--- src/design/amgc_pkg.sv ---
// amgc_pkg: shared types and constants for the adc median gain calibrator
// used by amgc_ctrl, amgc_dp and adc_median_gain_calibrator_unit; no dependencies
package amgc_pkg;

	localparam int CFG_W    = 6;
	localparam int SAMPLE_W = 12;
	localparam int MV_W     = 16;
	localparam int STATUS_W = 2;
	localparam int MED_W    = 13;
	localparam int GAIN_W   = 19;
	localparam int STORED_W = 18;
	localparam int PROD_W   = 32;
	localparam int DIV_CNT_W = 5;

	localparam int IN_TDATA_W  = 32;
	localparam int OUT_TDATA_W = 56;

	localparam logic [CFG_W-1:0]    SAMPLE_COUNT_RST = 6'd16;
	localparam logic [MV_W-1:0]     MV_LOW      = 16'd11000;
	localparam logic [MV_W-1:0]     MV_HIGH     = 16'd16000;
	localparam logic [GAIN_W-1:0]   GAIN_LOW    = 19'd160000;
	localparam logic [GAIN_W-1:0]   GAIN_HIGH   = 19'd230000;
	localparam logic [STORED_W-1:0] GAIN_RST    = 18'd195700;
	localparam logic [PROD_W-1:0]   GAIN_SCALE  = 32'd500000;
	localparam logic [PROD_W-1:0]   NEW_GAIN_MAX = 32'd524287;

	typedef enum logic [STATUS_W-1:0] {
		ST_OK   = 2'd0,
		ST_VOLT = 2'd1,
		ST_GAIN = 2'd2,
		ST_FEW  = 2'd3
	} status_t;

	typedef enum logic {
		ACT_LOAD    = 1'b0,
		ACT_COMPUTE = 1'b1
	} action_t;

	typedef struct packed {
		logic load;
		logic start;
		logic cand_latch;
		logic sweep;
		logic rank;
		logic med;
		logic mul;
		logic div_step;
		logic finish;
		logic out_load;
	} cmd_t;

	typedef struct packed {
		logic pre_fail;
		logic out_free;
	} stat_t;

endpackage

--- src/design/adc_median_gain_calibrator_unit.sv ---
// adc median gain calibrator: input stream of load/compute words, one result
// word per compute; the block writes ADC readings into an internal memory.
// s_axis: tuser = action (0 load sample, 1 compute gain); tdata see port list.
// m_axis: one word per compute with status, twice-median, new and stored gain.
// cfg: write of sample_count, taken in any cycle (cfg_ready is always high).
// a load is taken while idle and the next word may follow at once.
// a compute rejected for voltage or sample count skips ranking and goes
// through the done state to the output register. a full compute ranks n
// readings by sweeping the memory once per candidate through its single
// read port, then adds the two middle values, multiplies, runs the
// bit-serial divider, checks the gain and registers the result.
// one compute is in flight at a time; s_axis_tready is low meanwhile.
// reset clears the load count, restores sample_count 16 and gain 195700.
// when the receiver stalls the result word holds in its output register and
// further loads are still taken; a following compute waits before its output.
// depends on amgc_pkg, amgc_ctrl and amgc_dp
module adc_median_gain_calibrator_unit #(
	parameter int MAX_SAMPLES = 32
) (
	input  logic clk,
	input  logic arst_n,
	input  logic s_axis_tvalid,
	output logic s_axis_tready,
	// [11:0] adc_sample, [27:12] battery_mv, [31:28] zero
	input  logic [amgc_pkg::IN_TDATA_W-1:0] s_axis_tdata,
	// [0] action
	input  logic s_axis_tuser,
	output logic m_axis_tvalid,
	input  logic m_axis_tready,
	// [1:0] status, [14:2] median_twice, [33:15] new_gain_milli,
	// [51:34] stored_gain_milli, [55:52] zero
	output logic [amgc_pkg::OUT_TDATA_W-1:0] m_axis_tdata,
	input  logic cfg_valid,
	output logic cfg_ready,
	input  logic [amgc_pkg::CFG_W-1:0] cfg_data
);

	localparam int AW = $clog2(MAX_SAMPLES);
	localparam int CW = $clog2(MAX_SAMPLES + 1);

	amgc_pkg::cmd_t  cmd;
	amgc_pkg::stat_t stat;
	logic [AW-1:0]   rd_addr;
	logic [CW-1:0]   n_eff;

	assign cfg_ready = 1'b1;

	amgc_ctrl #(
		.MAX_SAMPLES(MAX_SAMPLES)
	) u_ctrl (
		.clk      (clk),
		.arst_n   (arst_n),
		.s_tvalid (s_axis_tvalid),
		.action   (s_axis_tuser),
		.stat     (stat),
		.n_eff    (n_eff),
		.s_tready (s_axis_tready),
		.cmd      (cmd),
		.rd_addr  (rd_addr)
	);

	amgc_dp #(
		.MAX_SAMPLES(MAX_SAMPLES)
	) u_dp (
		.clk       (clk),
		.arst_n    (arst_n),
		.cmd       (cmd),
		.rd_addr   (rd_addr),
		.sample    (s_axis_tdata[amgc_pkg::SAMPLE_W-1:0]),
		.mv        (s_axis_tdata[amgc_pkg::SAMPLE_W +: amgc_pkg::MV_W]),
		.cfg_valid (cfg_valid),
		.cfg_data  (cfg_data),
		.m_tready  (m_axis_tready),
		.n_eff     (n_eff),
		.stat      (stat),
		.m_tvalid  (m_axis_tvalid),
		.m_tdata   (m_axis_tdata)
	);

endmodule

--- src/design/amgc_ctrl.sv ---
// amgc_ctrl: sequencer for the calibrator (accept, rank sweeps, divide, output)
// depends on amgc_pkg; drives amgc_dp through cmd_t and reads stat_t
module amgc_ctrl #(
	parameter int MAX_SAMPLES = 32
) (
	input  logic clk,
	input  logic arst_n,
	input  logic s_tvalid,
	input  logic action,
	input  amgc_pkg::stat_t stat,
	input  logic [$clog2(MAX_SAMPLES+1)-1:0] n_eff,
	output logic s_tready,
	output amgc_pkg::cmd_t cmd,
	output logic [$clog2(MAX_SAMPLES)-1:0] rd_addr
);

	localparam int AW = $clog2(MAX_SAMPLES);

	typedef enum logic [3:0] {
		S_IDLE, S_CAND_RD, S_CAND_LATCH, S_SWEEP, S_RANK,
		S_MED, S_MUL, S_DIV, S_CHECK, S_DONE
	} state_t;

	state_t state_q;
	logic [AW-1:0] i_q;
	logic [AW-1:0] j_q;
	logic [amgc_pkg::DIV_CNT_W-1:0] div_cnt_q;
	logic [AW-1:0] last;
	logic acc;

	assign last     = AW'(n_eff - 1'b1);
	assign s_tready = (state_q == S_IDLE);
	assign acc      = (state_q == S_IDLE) && s_tvalid;

	always_comb begin
		cmd            = '0;
		rd_addr        = '0;
		cmd.load       = acc && (action == amgc_pkg::ACT_LOAD);
		cmd.start      = acc && (action == amgc_pkg::ACT_COMPUTE);
		case (state_q)
			S_CAND_RD: begin
				rd_addr = i_q;
			end
			S_CAND_LATCH: begin
				cmd.cand_latch = 1'b1;
			end
			S_SWEEP: begin
				cmd.sweep = 1'b1;
				rd_addr   = j_q + 1'b1;
			end
			S_RANK:  cmd.rank = 1'b1;
			S_MED:   cmd.med = 1'b1;
			S_MUL:   cmd.mul = 1'b1;
			S_DIV:   cmd.div_step = 1'b1;
			S_CHECK: cmd.finish = 1'b1;
			S_DONE:  cmd.out_load = stat.out_free;
			default: ;
		endcase
	end

	always_ff @(posedge clk or negedge arst_n) begin
		if (!arst_n) begin
			state_q   <= S_IDLE;
			i_q       <= '0;
			j_q       <= '0;
			div_cnt_q <= '0;
		end else begin
			case (state_q)
				S_IDLE: begin
					if (acc && (action == amgc_pkg::ACT_COMPUTE)) begin
						i_q     <= '0;
						state_q <= stat.pre_fail ? S_DONE : S_CAND_RD;
					end
				end
				S_CAND_RD: state_q <= S_CAND_LATCH;
				S_CAND_LATCH: begin
					j_q     <= '0;
					state_q <= S_SWEEP;
				end
				S_SWEEP: begin
					if (j_q == last) begin
						state_q <= S_RANK;
					end else begin
						j_q <= j_q + 1'b1;
					end
				end
				S_RANK: begin
					if (i_q == last) begin
						state_q <= S_MED;
					end else begin
						i_q     <= i_q + 1'b1;
						state_q <= S_CAND_RD;
					end
				end
				S_MED: state_q <= S_MUL;
				S_MUL: begin
					div_cnt_q <= '0;
					state_q   <= S_DIV;
				end
				S_DIV: begin
					div_cnt_q <= div_cnt_q + 1'b1;
					if (div_cnt_q == '1) begin
						state_q <= S_CHECK;
					end
				end
				S_CHECK: state_q <= S_DONE;
				S_DONE: begin
					if (stat.out_free) begin
						state_q <= S_IDLE;
					end
				end
				default: state_q <= S_IDLE;
			endcase
		end
	end

endmodule

--- src/design/amgc_dp.sv ---
// amgc_dp: datapath with sample memory, rank counters, multiplier, divider
// and result register; depends on amgc_pkg, commanded by amgc_ctrl
module amgc_dp #(
	parameter int MAX_SAMPLES = 32
) (
	input  logic clk,
	input  logic arst_n,
	input  amgc_pkg::cmd_t cmd,
	input  logic [$clog2(MAX_SAMPLES)-1:0] rd_addr,
	input  logic [amgc_pkg::SAMPLE_W-1:0] sample,
	input  logic [amgc_pkg::MV_W-1:0] mv,
	input  logic cfg_valid,
	input  logic [amgc_pkg::CFG_W-1:0] cfg_data,
	input  logic m_tready,
	output logic [$clog2(MAX_SAMPLES+1)-1:0] n_eff,
	output amgc_pkg::stat_t stat,
	output logic m_tvalid,
	output logic [amgc_pkg::OUT_TDATA_W-1:0] m_tdata
);

	localparam int AW = $clog2(MAX_SAMPLES);
	localparam int CW = $clog2(MAX_SAMPLES + 1);
	localparam int XW = (CW > amgc_pkg::CFG_W) ? CW : amgc_pkg::CFG_W;
	localparam int PAD_W = amgc_pkg::OUT_TDATA_W - amgc_pkg::STATUS_W - amgc_pkg::MED_W
		- amgc_pkg::GAIN_W - amgc_pkg::STORED_W;

	logic [amgc_pkg::SAMPLE_W-1:0] mem [MAX_SAMPLES];
	logic [amgc_pkg::SAMPLE_W-1:0] rd_q;

	logic [amgc_pkg::CFG_W-1:0]    sample_count_q;
	logic [CW-1:0]                 loaded_q;
	logic [amgc_pkg::MV_W-1:0]     mv_q;
	amgc_pkg::status_t             status_q;
	logic [amgc_pkg::SAMPLE_W-1:0] cand_q;
	logic [CW-1:0]                 lt_q;
	logic [CW-1:0]                 le_q;
	logic [amgc_pkg::SAMPLE_W-1:0] v1_q;
	logic [amgc_pkg::SAMPLE_W-1:0] v2_q;
	logic [amgc_pkg::MED_W-1:0]    med_q;
	logic [amgc_pkg::PROD_W-1:0]   quo_q;
	logic [amgc_pkg::MV_W-1:0]     rem_q;
	logic [amgc_pkg::GAIN_W-1:0]   gain_q;
	logic [amgc_pkg::STORED_W-1:0] stored_q;
	logic                          m_tvalid_q;
	logic [amgc_pkg::OUT_TDATA_W-1:0] m_tdata_q;

	logic [XW-1:0] sc_x;
	logic [CW-1:0] k1, k2;
	logic          vfail, ffail;
	logic [amgc_pkg::MV_W:0] trial;
	logic          trial_ok;
	logic [amgc_pkg::GAIN_W-1:0] gain_sat;

	assign sc_x = XW'(sample_count_q);

	always_comb begin
		if (sample_count_q == '0) begin
			n_eff = CW'(1);
		end else if (sc_x > XW'(MAX_SAMPLES)) begin
			n_eff = CW'(MAX_SAMPLES);
		end else begin
			n_eff = CW'(sc_x);
		end
	end

	assign k1 = (n_eff - 1'b1) >> 1;
	assign k2 = n_eff >> 1;

	assign vfail = (mv < amgc_pkg::MV_LOW) || (mv > amgc_pkg::MV_HIGH);
	assign ffail = (loaded_q < n_eff);

	always_comb begin
		stat.pre_fail = vfail || ffail;
		stat.out_free = !m_tvalid_q || m_tready;
	end

	assign trial    = {rem_q, quo_q[amgc_pkg::PROD_W-1]};
	assign trial_ok = (trial >= {1'b0, mv_q});
	assign gain_sat = (quo_q > amgc_pkg::NEW_GAIN_MAX) ? amgc_pkg::NEW_GAIN_MAX[amgc_pkg::GAIN_W-1:0]
		: quo_q[amgc_pkg::GAIN_W-1:0];

	// sample memory: one write port, one registered read port
	always_ff @(posedge clk) begin
		if (cmd.load && (loaded_q < CW'(MAX_SAMPLES))) begin
			mem[loaded_q[AW-1:0]] <= sample;
		end
		rd_q <= mem[rd_addr];
	end

	// payload registers
	always_ff @(posedge clk) begin
		if (cmd.start) begin
			mv_q <= mv;
		end
		if (cmd.cand_latch) begin
			cand_q <= rd_q;
			lt_q   <= '0;
			le_q   <= '0;
		end
		if (cmd.sweep) begin
			if (rd_q < cand_q) begin
				lt_q <= lt_q + 1'b1;
			end
			if (rd_q <= cand_q) begin
				le_q <= le_q + 1'b1;
			end
		end
		if (cmd.rank) begin
			if ((lt_q <= k1) && (k1 < le_q)) begin
				v1_q <= cand_q;
			end
			if ((lt_q <= k2) && (k2 < le_q)) begin
				v2_q <= cand_q;
			end
		end
		if (cmd.mul) begin
			quo_q <= amgc_pkg::PROD_W'(med_q) * amgc_pkg::GAIN_SCALE;
			rem_q <= '0;
		end
		if (cmd.div_step) begin
			quo_q <= {quo_q[amgc_pkg::PROD_W-2:0], trial_ok};
			rem_q <= trial_ok ? amgc_pkg::MV_W'(trial - {1'b0, mv_q})
				: trial[amgc_pkg::MV_W-1:0];
		end
		if (cmd.out_load) begin
			m_tdata_q <= {PAD_W'(0), stored_q, gain_q, med_q, status_q};
		end
	end

	// control and architectural state
	always_ff @(posedge clk or negedge arst_n) begin
		if (!arst_n) begin
			sample_count_q <= amgc_pkg::SAMPLE_COUNT_RST;
			loaded_q       <= '0;
			stored_q       <= amgc_pkg::GAIN_RST;
			status_q       <= amgc_pkg::ST_OK;
			med_q          <= '0;
			gain_q         <= '0;
			m_tvalid_q     <= 1'b0;
		end else begin
			if (cfg_valid) begin
				sample_count_q <= cfg_data;
			end
			if (cmd.load && (loaded_q < CW'(MAX_SAMPLES))) begin
				loaded_q <= loaded_q + 1'b1;
			end
			if (cmd.start) begin
				med_q  <= '0;
				gain_q <= '0;
				if (vfail) begin
					status_q <= amgc_pkg::ST_VOLT;
				end else if (ffail) begin
					status_q <= amgc_pkg::ST_FEW;
				end else begin
					status_q <= amgc_pkg::ST_OK;
				end
			end
			if (cmd.med) begin
				med_q <= {1'b0, v1_q} + {1'b0, v2_q};
			end
			if (cmd.finish) begin
				gain_q <= gain_sat;
				if ((gain_sat < amgc_pkg::GAIN_LOW) || (gain_sat > amgc_pkg::GAIN_HIGH)) begin
					status_q <= amgc_pkg::ST_GAIN;
				end else begin
					stored_q <= gain_sat[amgc_pkg::STORED_W-1:0];
				end
			end
			if (cmd.out_load) begin
				loaded_q   <= '0;
				m_tvalid_q <= 1'b1;
			end else if (m_tready) begin
				m_tvalid_q <= 1'b0;
			end
		end
	end

	assign m_tvalid = m_tvalid_q;
	assign m_tdata  = m_tdata_q;

endmodule

--- config.mk ---
export PLATFORM = sky130hd
export DESIGN_NAME = adc_median_gain_calibrator_unit
export DESIGN_NICKNAME = d
export VERILOG_FILES = /design/src/design/amgc_pkg.sv /design/src/design/adc_median_gain_calibrator_unit.sv /design/src/design/amgc_ctrl.sv /design/src/design/amgc_dp.sv
export SDC_FILE = /design/constraint.sdc
export NUM_CORES = 1
export LEC_CHECK = 0
export ABC_AREA = 1
export BUFFER_PORTS_ARGS = -buffer_cell sky130_fd_sc_hd__buf_4
export CELL_PAD_IN_SITES_DETAIL_PLACEMENT = 1
export CELL_PAD_IN_SITES_GLOBAL_PLACEMENT = 1
export CORE_MARGIN = 3
export CORE_UTILIZATION = 50
export CTS_BUF_LIST = sky130_fd_sc_hd__clkbuf_8 sky130_fd_sc_hd__clkbuf_16
export CTS_CLUSTER_DIAMETER = 200
export DETAILED_ROUTE_END_ITERATION = 8
export HOLD_SLACK_MARGIN = 0.15
export PLACE_DENSITY = 0.76
export SLEW_MARGIN = 0
export SYNTH_ARGS = -nofsm -noshare
export SYNTH_HDL_FRONTEND = slang
export SYNTH_SLANG_ARGS = --single-unit
export TNS_END_PERCENT = 5
--- constraint.sdc ---
create_clock -name clk -period 10.94 [get_ports clk]
set_input_delay 3.282 -clock clk [delete_from_list [all_inputs] [get_ports clk]]
set_output_delay 3.282 -clock clk [all_outputs]
set_load 0.05 [all_outputs]
## Word-level counts from Yosys, hierarchy flattened

Memories as Yosys holds them, arrays and structs flattened. A register that Yosys moved wholly into a read port is not among the register bits.
Cells that the tools add are included.

- Add/subtract/negate cells: 9
- Multiply operators: 1
- Divide/modulo/power cells: 0
- $lt $le $gt $ge: 15
- Equality and inequality tests: 18
- Shift-type cells: 0
- Mux-type cells: 51
- Bitwise logic cells: 2
- Reduce and logical (&&, ||, !) cells: 27

Operators with widths:

| operator | number |
|---|---|
| $mux W32 | 2 |
| $mux W6 | 10 |
| $mux W19 | 3 |
| $mux W16 | 3 |
| $pmux W4 S10 | 1 |
| $pmux W5 S2 | 4 |
| $gt A32 B19 Y1 const B | 1 |
| $mul A13 B14 Y27 const B | 1 |
| $mux W13 | 2 |
| $mux W4 | 5 |
| $gt A19 B18 Y1 const B | 1 |
| $lt A19 B18 Y1 const B | 1 |
| $add A6 B1 Y6 const B | 3 |
| $ge A17 B16 Y1 | 1 |
| $eq A4 B3 Y1 const B | 4 |
| $gt A16 B14 Y1 const B | 1 |
| $lt A16 B14 Y1 const B | 1 |
| $reduce_bool A2 Y1 | 8 |
| $sub A16 B16 Y16 | 1 |
| $add A5 B1 Y5 const B | 3 |
| $mux W5 | 3 |
| $add A12 B12 Y13 | 1 |
| $le A12 B12 Y1 | 1 |
| $le A6 B5 Y1 | 2 |
| other kinds (25) | 60 |

- Register bits: 248
- Latch bits: 0
- Memory bits (writable): 384
- Memory bits (read-only): 0
- Output and inout bits: 59
- Logic and storage cells: 144
- Memories kept: 1

Memories:

| name | depth | width | rd ports | clocked after Yosys merged registers in | wr ports | line | source |
|---|---|---|---|---|---|---|---|
| u_dp.mem | 32 | 12 | 1 | 1 | 1 | amgc_dp.sv:27 | `logic [amgc_pkg::SAMPLE_W-1:0] mem [MAX_SAMPLES];` |

## Longest topological paths before layout

Gate-level depths: netlist (run 1).

- Word-level depth: 9
- Mapped depth: 21
- Mapped depth without buffers: 21

## Hierarchy

From an unflattened synthesis (run 1), not the netlist that was laid out.

- Cell total of the unflattened synthesis: 2836
- Area, all modules: 31072.3 µm²

By module, submodules not included:

| module | instances | cells an instance | area each (µm²) | seq. area each (µm²) |
|---|---|---|---|---|
| amgc_dp | 1 | 2614 | 29517.1 | 18217.5 |
| amgc_ctrl | 1 | 220 | 1544.0 | 475.5 |
| adc_median_gain_calibrator_unit | 1 | 2 | 11.3 | 0.0 |

## Worst setup path before layout (run 1)

Ideal clock, no wire load.

- Path type: input -> register
- Start: input port s_axis_tuser
- End: memory u_dp.mem[7][0] (netlist bit) (enable)
- Setup time: 0.396 ns
- Arrival: 4.663 ns
- Data required time: 10.544 ns
- Setup slack: 5.880 ns
- Cell stages on the path: 5
- Buffers on the path: 0
- Cells stage by stage: inv_1 nand4_1 nor2_1 nand2_1 nor3_1

- Longest elaborated chain between the ends: 5

Ends and longest elaborated chain:

| element | line | source |
|---|---|---|
| start: declaration | adc_median_gain_calibrator_unit.sv:27 | `input logic s_axis_tuser,` |
| $not A1 Y1 | amgc_ctrl.sv:38 | `cmd.load = acc && (action == amgc_pkg::ACT_LOAD);` |
| $logic_and A1 B1 Y1 | amgc_ctrl.sv:38 |  |
| $logic_and A1 B1 Y1 | amgc_dp.sv:84 | `if (cmd.load && (loaded_q < CW'(MAX_SAMPLES))) begin` |
| $mux W1 | amgc_dp.sv:84 |  |
| $mux W1 (not written as such) | amgc_dp.sv:85 | `mem[loaded_q[AW-1:0]] <= sample;` |
| end: declaration | amgc_dp.sv:27 |  |

Every way passes these cells.

## Worst setup path in the final report (run 1)

- Start: input port s_axis_tuser
- End: memory u_dp.mem[13][9] (netlist bit) (enable)

The elaborated chain is that of the path after synthesis.

==> results of run 1 <==
## critical path, delay by kind of cell
kind,cells,cell delay [ns]
AND/OR/NAND/NOR,3,1.75
buffers and inverters,3,0.44
## layout make-up
type                    instances  area [µm²]  share of cell area [%]
inverters                     430        1614                   4.558
clock buffers                  72        1790                   5.057
clock inverters                53       419.2                   1.184
multi-input cells            1895       11030                   31.16
well taps                     837        1047                   2.958
flip-flops and latches        644       18690                   52.79
repair buffers                108       810.8                   2.290
## per-stage QoR
step | std cells | cell area, µm² | total power, µW | hold WS [ns] | worst slack (ns)
2_1_floorplan | 3079 | 31830 | 8004 | 0.4082 | 5.880
3_3_place_gp | 3914 | 33200 | 9497 | 0.4197 | 5.164
3_5_place_dp | 3914 | 33200 | 9745 | 0.4272 | 5.008
4_1_cts | 4039 | 35410 | 12100 | 0.4411 | 5.647
5_1_grt | 4039 | 35410 | 13150 | 0.4598 | 5.530
6_report | 4039 | 35410 | 11950 | 0.4418 | 5.679
## routing by layer
metal / share of wire [%] / vias up
met5: 0 / -
met4: 3.7 / 0
met3: 3.6 / 154
met2: 51 / 451
met1: 41 / 11226
li1: - / 10573
## cell families (layout without fill, tap and decap cells)
kind of cell,Yosys count,count (layout)
multiplexers,2,2
adder cells (fa/ha/maj),204,204
buffers and inverters,540,663
AND/OR/NAND/NOR,1278,1278
other,2,7
flip-flops,644,644
AO/OA/AOI/OAI,375,375
XOR/XNOR,29,29
## worst max-delay path by stage
| stage | startpoint | end | slack, ns | depth (start not counted) |
|---|---|---|---|---|
| 3_3_place_gp | s_axis_tuser | u_dp.mem[12][7]$_DFFE_PP_ | 5.16 | 6 |
| 3_5_place_dp | s_axis_tuser | u_dp.mem[13][7]$_DFFE_PP_ | 5.01 | 6 |
| 5_1_grt | s_axis_tuser | u_dp.mem[13][9]$_DFFE_PP_ | 5.53 | 6 |
| 6_report | s_axis_tuser | u_dp.mem[13][9]$_DFFE_PP_ | 5.68 | 6 |
| 4_1_cts | u_ctrl.state_q[1]$_DFFE_PN0P_ | s_axis_tready | 5.65 | 4 |
| 2_1_floorplan | s_axis_tuser | u_dp.mem[7][0]$_DFFE_PP_ | 5.88 | 5 |
## Yosys cell counts (6+ instances only)
library cell  number
dfstp_2           12
buf_2             51
o211ai_1         135
o22ai_1            6
a21oi_1           79
buf_4             16
o21ai_0          110
nand2_1          718
inv_2              7
edfxtp_1         536
nor3_1            18
fa_1              43
or2_2             36
nand4_1           37
o21ai_1            6
dfrtp_1           72
xnor2_1           16
clkbuf_1          38
dfxtp_1           24
ha_1             161
inv_1            422
nor2_1           174
xor2_1            13
nand3_1          268
## state kept, by name, indices dropped and copies added (netlist names)
register and cells:
u_dp.lt_q 6, u_dp.gain_q 19, u_dp.m_tdata 52, u_ctrl.i_q 5, u_dp.rem_q 16, u_dp.med_q 13, u_dp.sample_count_q 6, u_ctrl.state_q 4
u_ctrl.div_cnt_q 5, u_dp.mem 384, u_dp.quo_q 32, u_dp.cand_q 12, u_dp.mv_q 16, u_dp.v1_q 12, u_dp.loaded_q 6, u_dp.v2_q 12
u_dp.rd_q 12, u_dp.stored_q 18, u_dp.le_q 6, u_dp.status_q 2, u_ctrl.j_q 5, u_dp.m_tvalid 1
## power by group through the flow
stage	logic [µW]	clock network (µW)	registers, µW
after floorplan	4650	0	3350
after global placement	6110	0	3380
after detailed placement	6340	0	3400
after CTS	6420	2330	3350
after global routing	7350	2420	3380
final	6320	2280	3350
==> flow_metrics.py, run 1 <==
metrics = {
    "timing": {
        "finalSetupViolations": 0,
        "rsz0062_at_grt": "no",
        "fmax_mhz": 190.1,
        "post-route-period-util_pct": 48.09,
        "period_needed_ns": 5.261,
        "slew_viol_final": 0,
        "slew_headroom_pct": 14.15,
        "finalSetupTns_ns": 0,
        "skew_ns": 0.02552,
        "tightest_slew_ns": 1.283,
        "hold_viol_final": 0,
    },
    "synthesis": {
        "syn_area_per_cell_um2": 10.35,
        "ys_top_cells_by_area": "edfxtp_1, nand2_1, ha_1",
        "synthMuxAreaShare_pct": 0.06687,
        "yosys.area_share.simple_pct": 17.14,
        "synth_ff_type": "edfxtp_1",
        "synth_top_area_share_pct": 50.60,
        "synth_compound_area_share_pct": 7.410,
        "yosysSeqAreaShare_pct": 58.76,
        "async_reset_ff_share_pct": 13.04,
        "synth_top_family_by_area": "simple AND/OR/NAND/NOR gates",
        "syn-cell-area_um2": 31810,
        "yosysUniqueCellTypes": 57,
        "yosysTopAreaCell": "edfxtp_1",
        "yosys_register_bits": 644,
        "synth-edff-count": 536,
        "yosysWarnings": 0,
        "synth_xor_xnor_area_share_pct": 0.7985,
        "synthAdderAreaFrac_pct": 9.039,
        "postSynthCellCount": 3074,
    },
    "route": {
        "drt_pass1_iterations": 5,
        "vias_per_cell": 5.547,
        "drtAntennaViolNets": 0,
        "drc_errors": 0,
        "postRouteWirelength_mm": 83.05,
        "drt_iter0_drc": 1417,
        "vias": 22404,
        "wire_per_inst_um": 20.56,
    },
    "global_route": {
        "antenna_found_initial": 0,
        "busiest_layer": "met2",
        "grt_use_met3_pct": 3.117,
        "grt_use_total_pct": 25.27,
        "grt_max_degree": 124,
        "grt_pass1_wl_mm": 131.9,
        "grt_util_met2_pct": 45.83,
        "overflow": 0,
        "grtUsageMet1_pct": 30.80,
        "grt_pass1_vias": 24293,
    },
    "setup_path": {
        "max_stage_delay_ns": 1.10,
        "worst_ep_arrival_time_ns": 5.49,
        "worstPathMaxFanout": 12,
        "regToRegSetupSlack_ns": 6.07,
        "crit_slowest_cell": "nor2_1",
        "critPathRequiredTime_ns": 11.17,
        "cpMostUsedCell": "inv_1",
        "criticalPathCategory": "input port to flip-flop",
        "crit_chain": "buf_4 > inv_1 > nand4_1 > inv_1 > nand2_1 > nor2_1",
        "r2r-start": "u_dp.med_q[1]$_DFFE_PN0P_",
        "reg2regPathDepth": 17,
        "crit_path_end_kind": "flip-flop",
        "r2r_end": "u_dp.quo_q[25]$_DFFE_PP_",
        "cp-start-kind": "input port",
    },
    "layout": {
        "fillers": 6763,
        "layout_common_cells": "nand2_1, edfxtp_1, inv_1",
        "final_layout_size_suffix_gt1_share_pct": 8.901,
        "layout_commonest_cell": "nand2_1",
        "nNetsFinal": 3396,
        "utilization_pct": 56.85,
        "n_antenna_cell": 0,
        "syn2layout_area_growth_pct": 11.31,
    },
    "pwr": {
        "powerDensity_nw_per_um2": 337.6,
        "power.switching_uw": 5300,
        "p_leak_uw": 0.01473,
        "swShare_pct": 44.33,
        "clkPwrFrac_pct": 19.1,
        "max-vdd-ir-drop_v": 0.0003671,
        "pwr-share-seq_pct": 28.0,
        "p_int_uw": 6655,
        "p_comb_share_pct": 52.9,
    },
    "clock_tree": {
        "ctsResizeCount": 0,
        "cts.sinks": 644,
        "cts_buffers": 69,
        "clockBufferDepth": 3,
        "clock_tree.htree_level_count": 3,
        "clock_latency_ns": 0.62,
        "cts_setup_buffers": 0,
        "cts_hold_buf": 0,
        "cts_tree": "done",
        "cts-root-buf": "clkbuf_16",
        "clk_pin_slew_ns": 0.06,
    },
    "hold_path": {
        "min_path_cells": 0,
        "hp-start": "u_dp.rd_q[6]$_DFF_P_",
        "hp-class": "flip-flop to flip-flop",
        "min_to": "u_dp.cand_q[6]$_DFFE_PP_",
    },
    "floorplan": {
        "coreArea_um2": 62280,
        "die_y_um": 258.2,
        "ios": 103,
        "dieArea_um2": 66680,
        "rows": 91,
        "start_util_pct": 51.08,
        "die_w_um": 258.2,
    },
    "run": {
        "cap_violations": 0,
    },
    "placement": {
        "dp_hpwl_mm": 56.25,
        "gp_congestion": 0.8621,
        "io_buffers": 93,
    },
    "run_status": {
        "status": "completed",
    },
}
Note: power is estimated with default switching activity, not from simulation.
==> run 2, diff against run 1 <==
clock period = 4.9 ns   (was 10.94 ns; I/O delays follow)
==> flow_metrics.py, run 2 (synthesis results as in run 1) <==
metrics = {
    "run_status": {
        "status": "completed",
    },
    "floorplan": {
        "die_y_um": 258.2,
        "rows": 91,
        "die_w_um": 258.2,
        "dieArea_um2": 66680,
        "coreArea_um2": 62280,
        "start_util_pct": 51.08,
        "ios": 103,
    },
    "clock_tree": {
        "clock_tree.htree_level_count": 3,
        "cts_buffers": 71,
        "clock_latency_ns": 0.62,
        "clockBufferDepth": 3,
        "cts_tree": "done",
        "cts-root-buf": "clkbuf_16",
        "cts_hold_buf": 0,
        "cts_setup_buffers": 0,
        "clk_pin_slew_ns": 0.06,
        "cts.sinks": 644,
    },
    "layout": {
        "final_layout_size_suffix_gt1_share_pct": 10.39,
        "nNetsFinal": 3438,
        "layout_common_cells": "nand2_1, edfxtp_1, inv_1",
        "n_antenna_cell": 0,
        "layout_commonest_cell": "nand2_1",
        "syn2layout_area_growth_pct": 12.55,
        "final_cell_area_um2": 35800,
        "fillers": 6737,
        "largest_register_ffs": 384,
    },
    "timing": {
        "hold_viol_final": 0,
        "skew_ns": 0.01723,
        "rsz0062_at_grt": "yes",
        "finalSetupTns_ns": 0,
        "holdWs_ns": 0.4473,
        "finalSetupViolations": 0,
        "fmax_mhz": 215.6,
        "tightest_slew_ns": 1.174,
        "slew_viol_final": 0,
        "slew_headroom_pct": 21.46,
        "post-route-period-util_pct": 94.66,
        "period_needed_ns": 4.639,
    },
    "setup_path": {
        "worstPathMaxFanout": 7,
        "cp-start-kind": "flip-flop",
        "worst_ep_arrival_time_ns": 4.99,
        "criticalPathCategory": "flip-flop to flip-flop",
        "crit_path_end_kind": "flip-flop",
        "critPathRequiredTime_ns": 5.26,
    },
    "route": {
        "drtAntennaViolNets": 0,
        "vias": 22582,
        "wire_per_inst_um": 20.82,
        "vias_per_cell": 5.533,
        "drt_iter0_drc": 1352,
        "postRouteWirelength_mm": 84.95,
        "drt_pass1_iterations": 5,
        "drc_errors": 0,
    },
    "hold_path": {
        "hp-class": "flip-flop to flip-flop",
    },
    "placement": {
        "gp_congestion": 0.8662,
        "io_buffers": 93,
        "dp_hpwl_mm": 56.71,
        "dpl_cell_area_um2": 33520,
    },
    "run": {
        "cap_violations": 0,
    },
    "global_route": {
        "grt_use_total_pct": 25.61,
        "overflow": 0,
        "grt_max_degree": 168,
        "grt_pass1_vias": 24432,
        "grt_pass1_wl_mm": 133.6,
        "antenna_found_initial": 0,
    },
    "pwr": {
        "p_leak_uw": 0.01503,
        "max-vdd-ir-drop_v": 0.0008258,
        "powerDensity_nw_per_um2": 762.3,
    },
}
## run 2: changes by cell type in the layout (fill, tap and decap cells not counted), moves of 3 or more
| cell | previous run | this run |
|---|---|---|
| clkinv_1 | 13 | 6 |
| clkbuf_8 | 1 | 4 |
| a21oi_2 | 0 | 6 |
| inv_1 | 436 | 444 |
| buf_4 | 108 | 146 |
| a21oi_1 | 79 | 73 |
| clkinvlp_4 | 7 | 3 |
## run 2: path summary, 6_finish.rpt
check	startpoint	to	slack (ns)	depth (start not counted)
worst max-delay path	u_dp.med_q[1]$_DFFE_PN0P_	u_dp.quo_q[22]$_DFFE_PP_	0.26	18
worst min-delay path	u_dp.rd_q[3]$_DFF_P_	u_dp.cand_q[3]$_DFFE_PP_	0.45	0
worst max register to register	u_dp.med_q[1]$_DFFE_PN0P_	u_dp.quo_q[22]$_DFFE_PP_	0.26	18
worst min register to register	u_dp.rd_q[3]$_DFF_P_	u_dp.cand_q[3]$_DFFE_PP_	0.45	0
max in group asynchronous	arst_n	u_dp.stored_q[14]$_DFFE_PN1P_	3.03	2
min in group asynchronous	arst_n	u_dp.stored_q[1]$_DFFE_PN0P_	0.93	1
## run 2: worst max-delay path, stage by stage (launching register included)
cell and delay [ns]:
dfrtp_1 0.40, buf_4 0.18, ha_1 0.34, fa_1 0.51, ha_1 0.31, inv_1 0.05, fa_1 0.49, inv_1 0.06
fa_1 0.55, ha_2 0.32, a21oi_2 0.17, o21ai_0 0.15, a21oi_2 0.18, inv_1 0.09, a21oi_1 0.13, inv_1 0.06
or2_2 0.26, nand3_1 0.07, nand2_1 0.06
## run 2: repair_timing
item,in CTS,in global routing
endpoints found under the setup margin,0,8
endpoints found under the hold margin,0,0
resized for setup,0,12
## run 2: per-stage QoR
stage,power [µW],setup WS (ns),instances,util (%)
floorplan,17870,0.4584,3079,-
global placement,21280,0.2466,3954,53.83
detailed placement,21860,0.1081,3954,53.83
CTS,27200,0.09361,4081,57.43
global route,29880,-0.01153,4081,57.48
finish,27290,0.2615,4081,57.48
## run 2: power breakdown
group,leakage [µW],internal (µW),switching (µW),total (µW)
sequential,0.00610,7010,408,7410
combinational,0.00774,5220,9510,14700
clock,0.00119,2940,2200,5150
## run 2: area by class of cell
| type | count | area (µm²) | share of cell area (%) |
|---|---|---|---|
| well taps | 837 | 1047 | 2.925 |
| flip-flops and latches | 644 | 18700 | 52.22 |
| multi-input cells | 1895 | 11060 | 30.90 |
| clock inverters | 50 | 362.8 | 1.013 |
| clock buffers | 77 | 1882 | 5.256 |
| inverters | 430 | 1614 | 4.508 |
| repair buffers | 148 | 1136 | 3.173 |
## run 2: per-layer routing
metal	up-vias	track usage (%)	wire length, µm
met5	-	0	0
met4	0	8.894	2991
met3	171	4.134	3761
met2	511	46.66	44080
met1	11245	30.79	34120
li1	10655	-	-
==> run 3, diff against run 2 <==
BUFFER_PORTS_ARGS = not set   (was -buffer_cell sky130_fd_sc_hd__buf_4)
DONT_BUFFER_PORTS = 1   (was not set)
PLACE_DENSITY = 0.74   (was 0.76)
==> flow_metrics.py, run 3 (synthesis results as in run 1) <==
metrics = {
    "setup_path": {
        "crit_slowest_cell": "fa_1",
        "crit_buf_inv": 3,
        "cp-start-kind": "flip-flop",
        "worstPathMaxFanout": 6,
        "critPathTopFamily": "adder cells",
        "worst_ep_arrival_time_ns": 5.01,
        "critPathRequiredTime_ns": 5.28,
        "max_stage_delay_ns": 0.54,
        "crit_path_end_kind": "flip-flop",
        "criticalPathCategory": "flip-flop to flip-flop",
        "crit_chain": "buf_4 > ha_1 > fa_1 > ha_1 > fa_1 > inv_1 > fa_1 > inv_1 > ha_1 > a21oi_1 > o21ai_0 > a21oi_1 > nand3_1 > or2_2 > nand3_1 > nand2_1",
    },
    "timing": {
        "skew_ns": 0.02979,
        "tightest_slew_ns": 1.235,
        "post-route-period-util_pct": 94.51,
        "slew_headroom_pct": 17.34,
        "rsz0062_at_grt": "yes",
        "holdWs_ns": 0.4421,
        "finalSetupTns_ns": 0,
        "finalSetupViolations": 0,
        "period_needed_ns": 4.631,
        "hold_viol_final": 0,
        "slew_viol_final": 0,
        "fmax_mhz": 215.9,
    },
    "clock_tree": {
        "cts_tree": "done",
        "cts_setup_buffers": 0,
        "clk_pin_slew_ns": 0.07,
        "cts_hold_buf": 0,
        "cts.sinks": 644,
        "cts-root-buf": "clkbuf_16",
        "cts_buffers": 72,
        "clock_tree.htree_level_count": 3,
        "ctsResizeCount": 0,
        "clock_latency_ns": 0.62,
        "clockBufferDepth": 3,
    },
    "route": {
        "postRouteWirelength_mm": 82.44,
        "drtAntennaViolNets": 0,
        "wire_per_inst_um": 20.66,
        "drt_pass1_iterations": 5,
        "drt_iter0_drc": 1571,
        "vias": 22144,
        "vias_per_cell": 5.548,
        "drc_errors": 0,
    },
    "floorplan": {
        "die_w_um": 258.2,
        "dieArea_um2": 66680,
        "coreArea_um2": 62280,
        "ios": 103,
        "die_y_um": 258.2,
        "rows": 91,
        "start_util_pct": 51.08,
    },
    "hold_path": {
        "hp-class": "flip-flop to flip-flop",
    },
    "layout": {
        "syn2layout_area_growth_pct": 10.67,
        "nNetsFinal": 3348,
        "largest_register_ffs": 384,
        "final_layout_size_suffix_gt1_share_pct": 7.926,
        "layout_commonest_cell": "nand2_1",
        "final_cells": 3991,
        "n_antenna_cell": 0,
        "utilization_pct": 56.53,
        "layout_common_cells": "nand2_1, edfxtp_1, inv_1",
    },
    "pwr": {
        "total_power_uw": 27150,
        "max-vdd-ir-drop_v": 0.0008617,
        "p_leak_uw": 0.01461,
        "powerDensity_nw_per_um2": 771.1,
    },
    "global_route": {
        "antenna_found_initial": 0,
        "grt_use_total_pct": 25.02,
        "grt_pass1_wl_mm": 131.2,
        "grt_max_degree": 156,
        "grt_pass1_vias": 23905,
        "overflow": 0,
    },
    "placement": {
        "io_buffers": 0,
        "gp_congestion": 0.8722,
        "dp_hpwl_mm": 56.29,
        "place_inst": 3863,
    },
    "run_status": {
        "status": "completed",
    },
    "run": {
        "cap_violations": 0,
    },
}
## run 3: where the power goes
part	internal (µW)	switching (µW)	total, µW
registers	7010	484	7490
clock network	3070	2250	5320
logic	5070	9260	14300
total	15200	12000	27100
## run 3: final timing paths
check	start	endpoint	slack, ns	depth (start not counted)
setup reg to reg	u_dp.med_q[5]$_DFFE_PN0P_	u_dp.quo_q[28]$_DFFE_PP_	0.27	16
max in group asynchronous	arst_n	u_dp.sample_count_q[4]$_DFFE_PN1P_	4.11	0
hold / removal	u_dp.rd_q[2]$_DFF_P_	u_dp.cand_q[2]$_DFFE_PP_	0.44	0
hold reg to reg	u_dp.rd_q[2]$_DFF_P_	u_dp.cand_q[2]$_DFFE_PP_	0.44	0
setup / recovery	u_dp.med_q[5]$_DFFE_PN0P_	u_dp.quo_q[28]$_DFFE_PP_	0.27	16
min in group asynchronous	arst_n	u_dp.stored_q[0]$_DFFE_PN0P_	0.55	0
## run 3: final cells by class
type                       instances  area, µm²
timing repair buffer              57      440.4
clock inverter                    47      415.4
clock buffer                      81       1937
tap                              837       1047
sequential                       644      18690
fill                            6732      27080
inverter                         430       1614
multi-input combinational       1895      11060
## run 3: routing by layer
layer  vias to the layer above  wire (µm)  GRT usage [%]  share of wire (%)
li1                      10462          -              -                  -
met1                     11133      34950          31.36                 42
met2                       403      42490          45.35                 52
met3                       146       2686          3.117                3.3
met4                         0       2319          7.610                2.8
met5                         -          0              0                  0
## run 3: stage by stage
step                area, µm²  setup WS [ns]
CTS                     35180         0.1145
floorplan               31830         0.4584
global route            35210       -0.01425
detailed placement      32820         0.1207
finish                  35210         0.2692
global placement        32820         0.2386
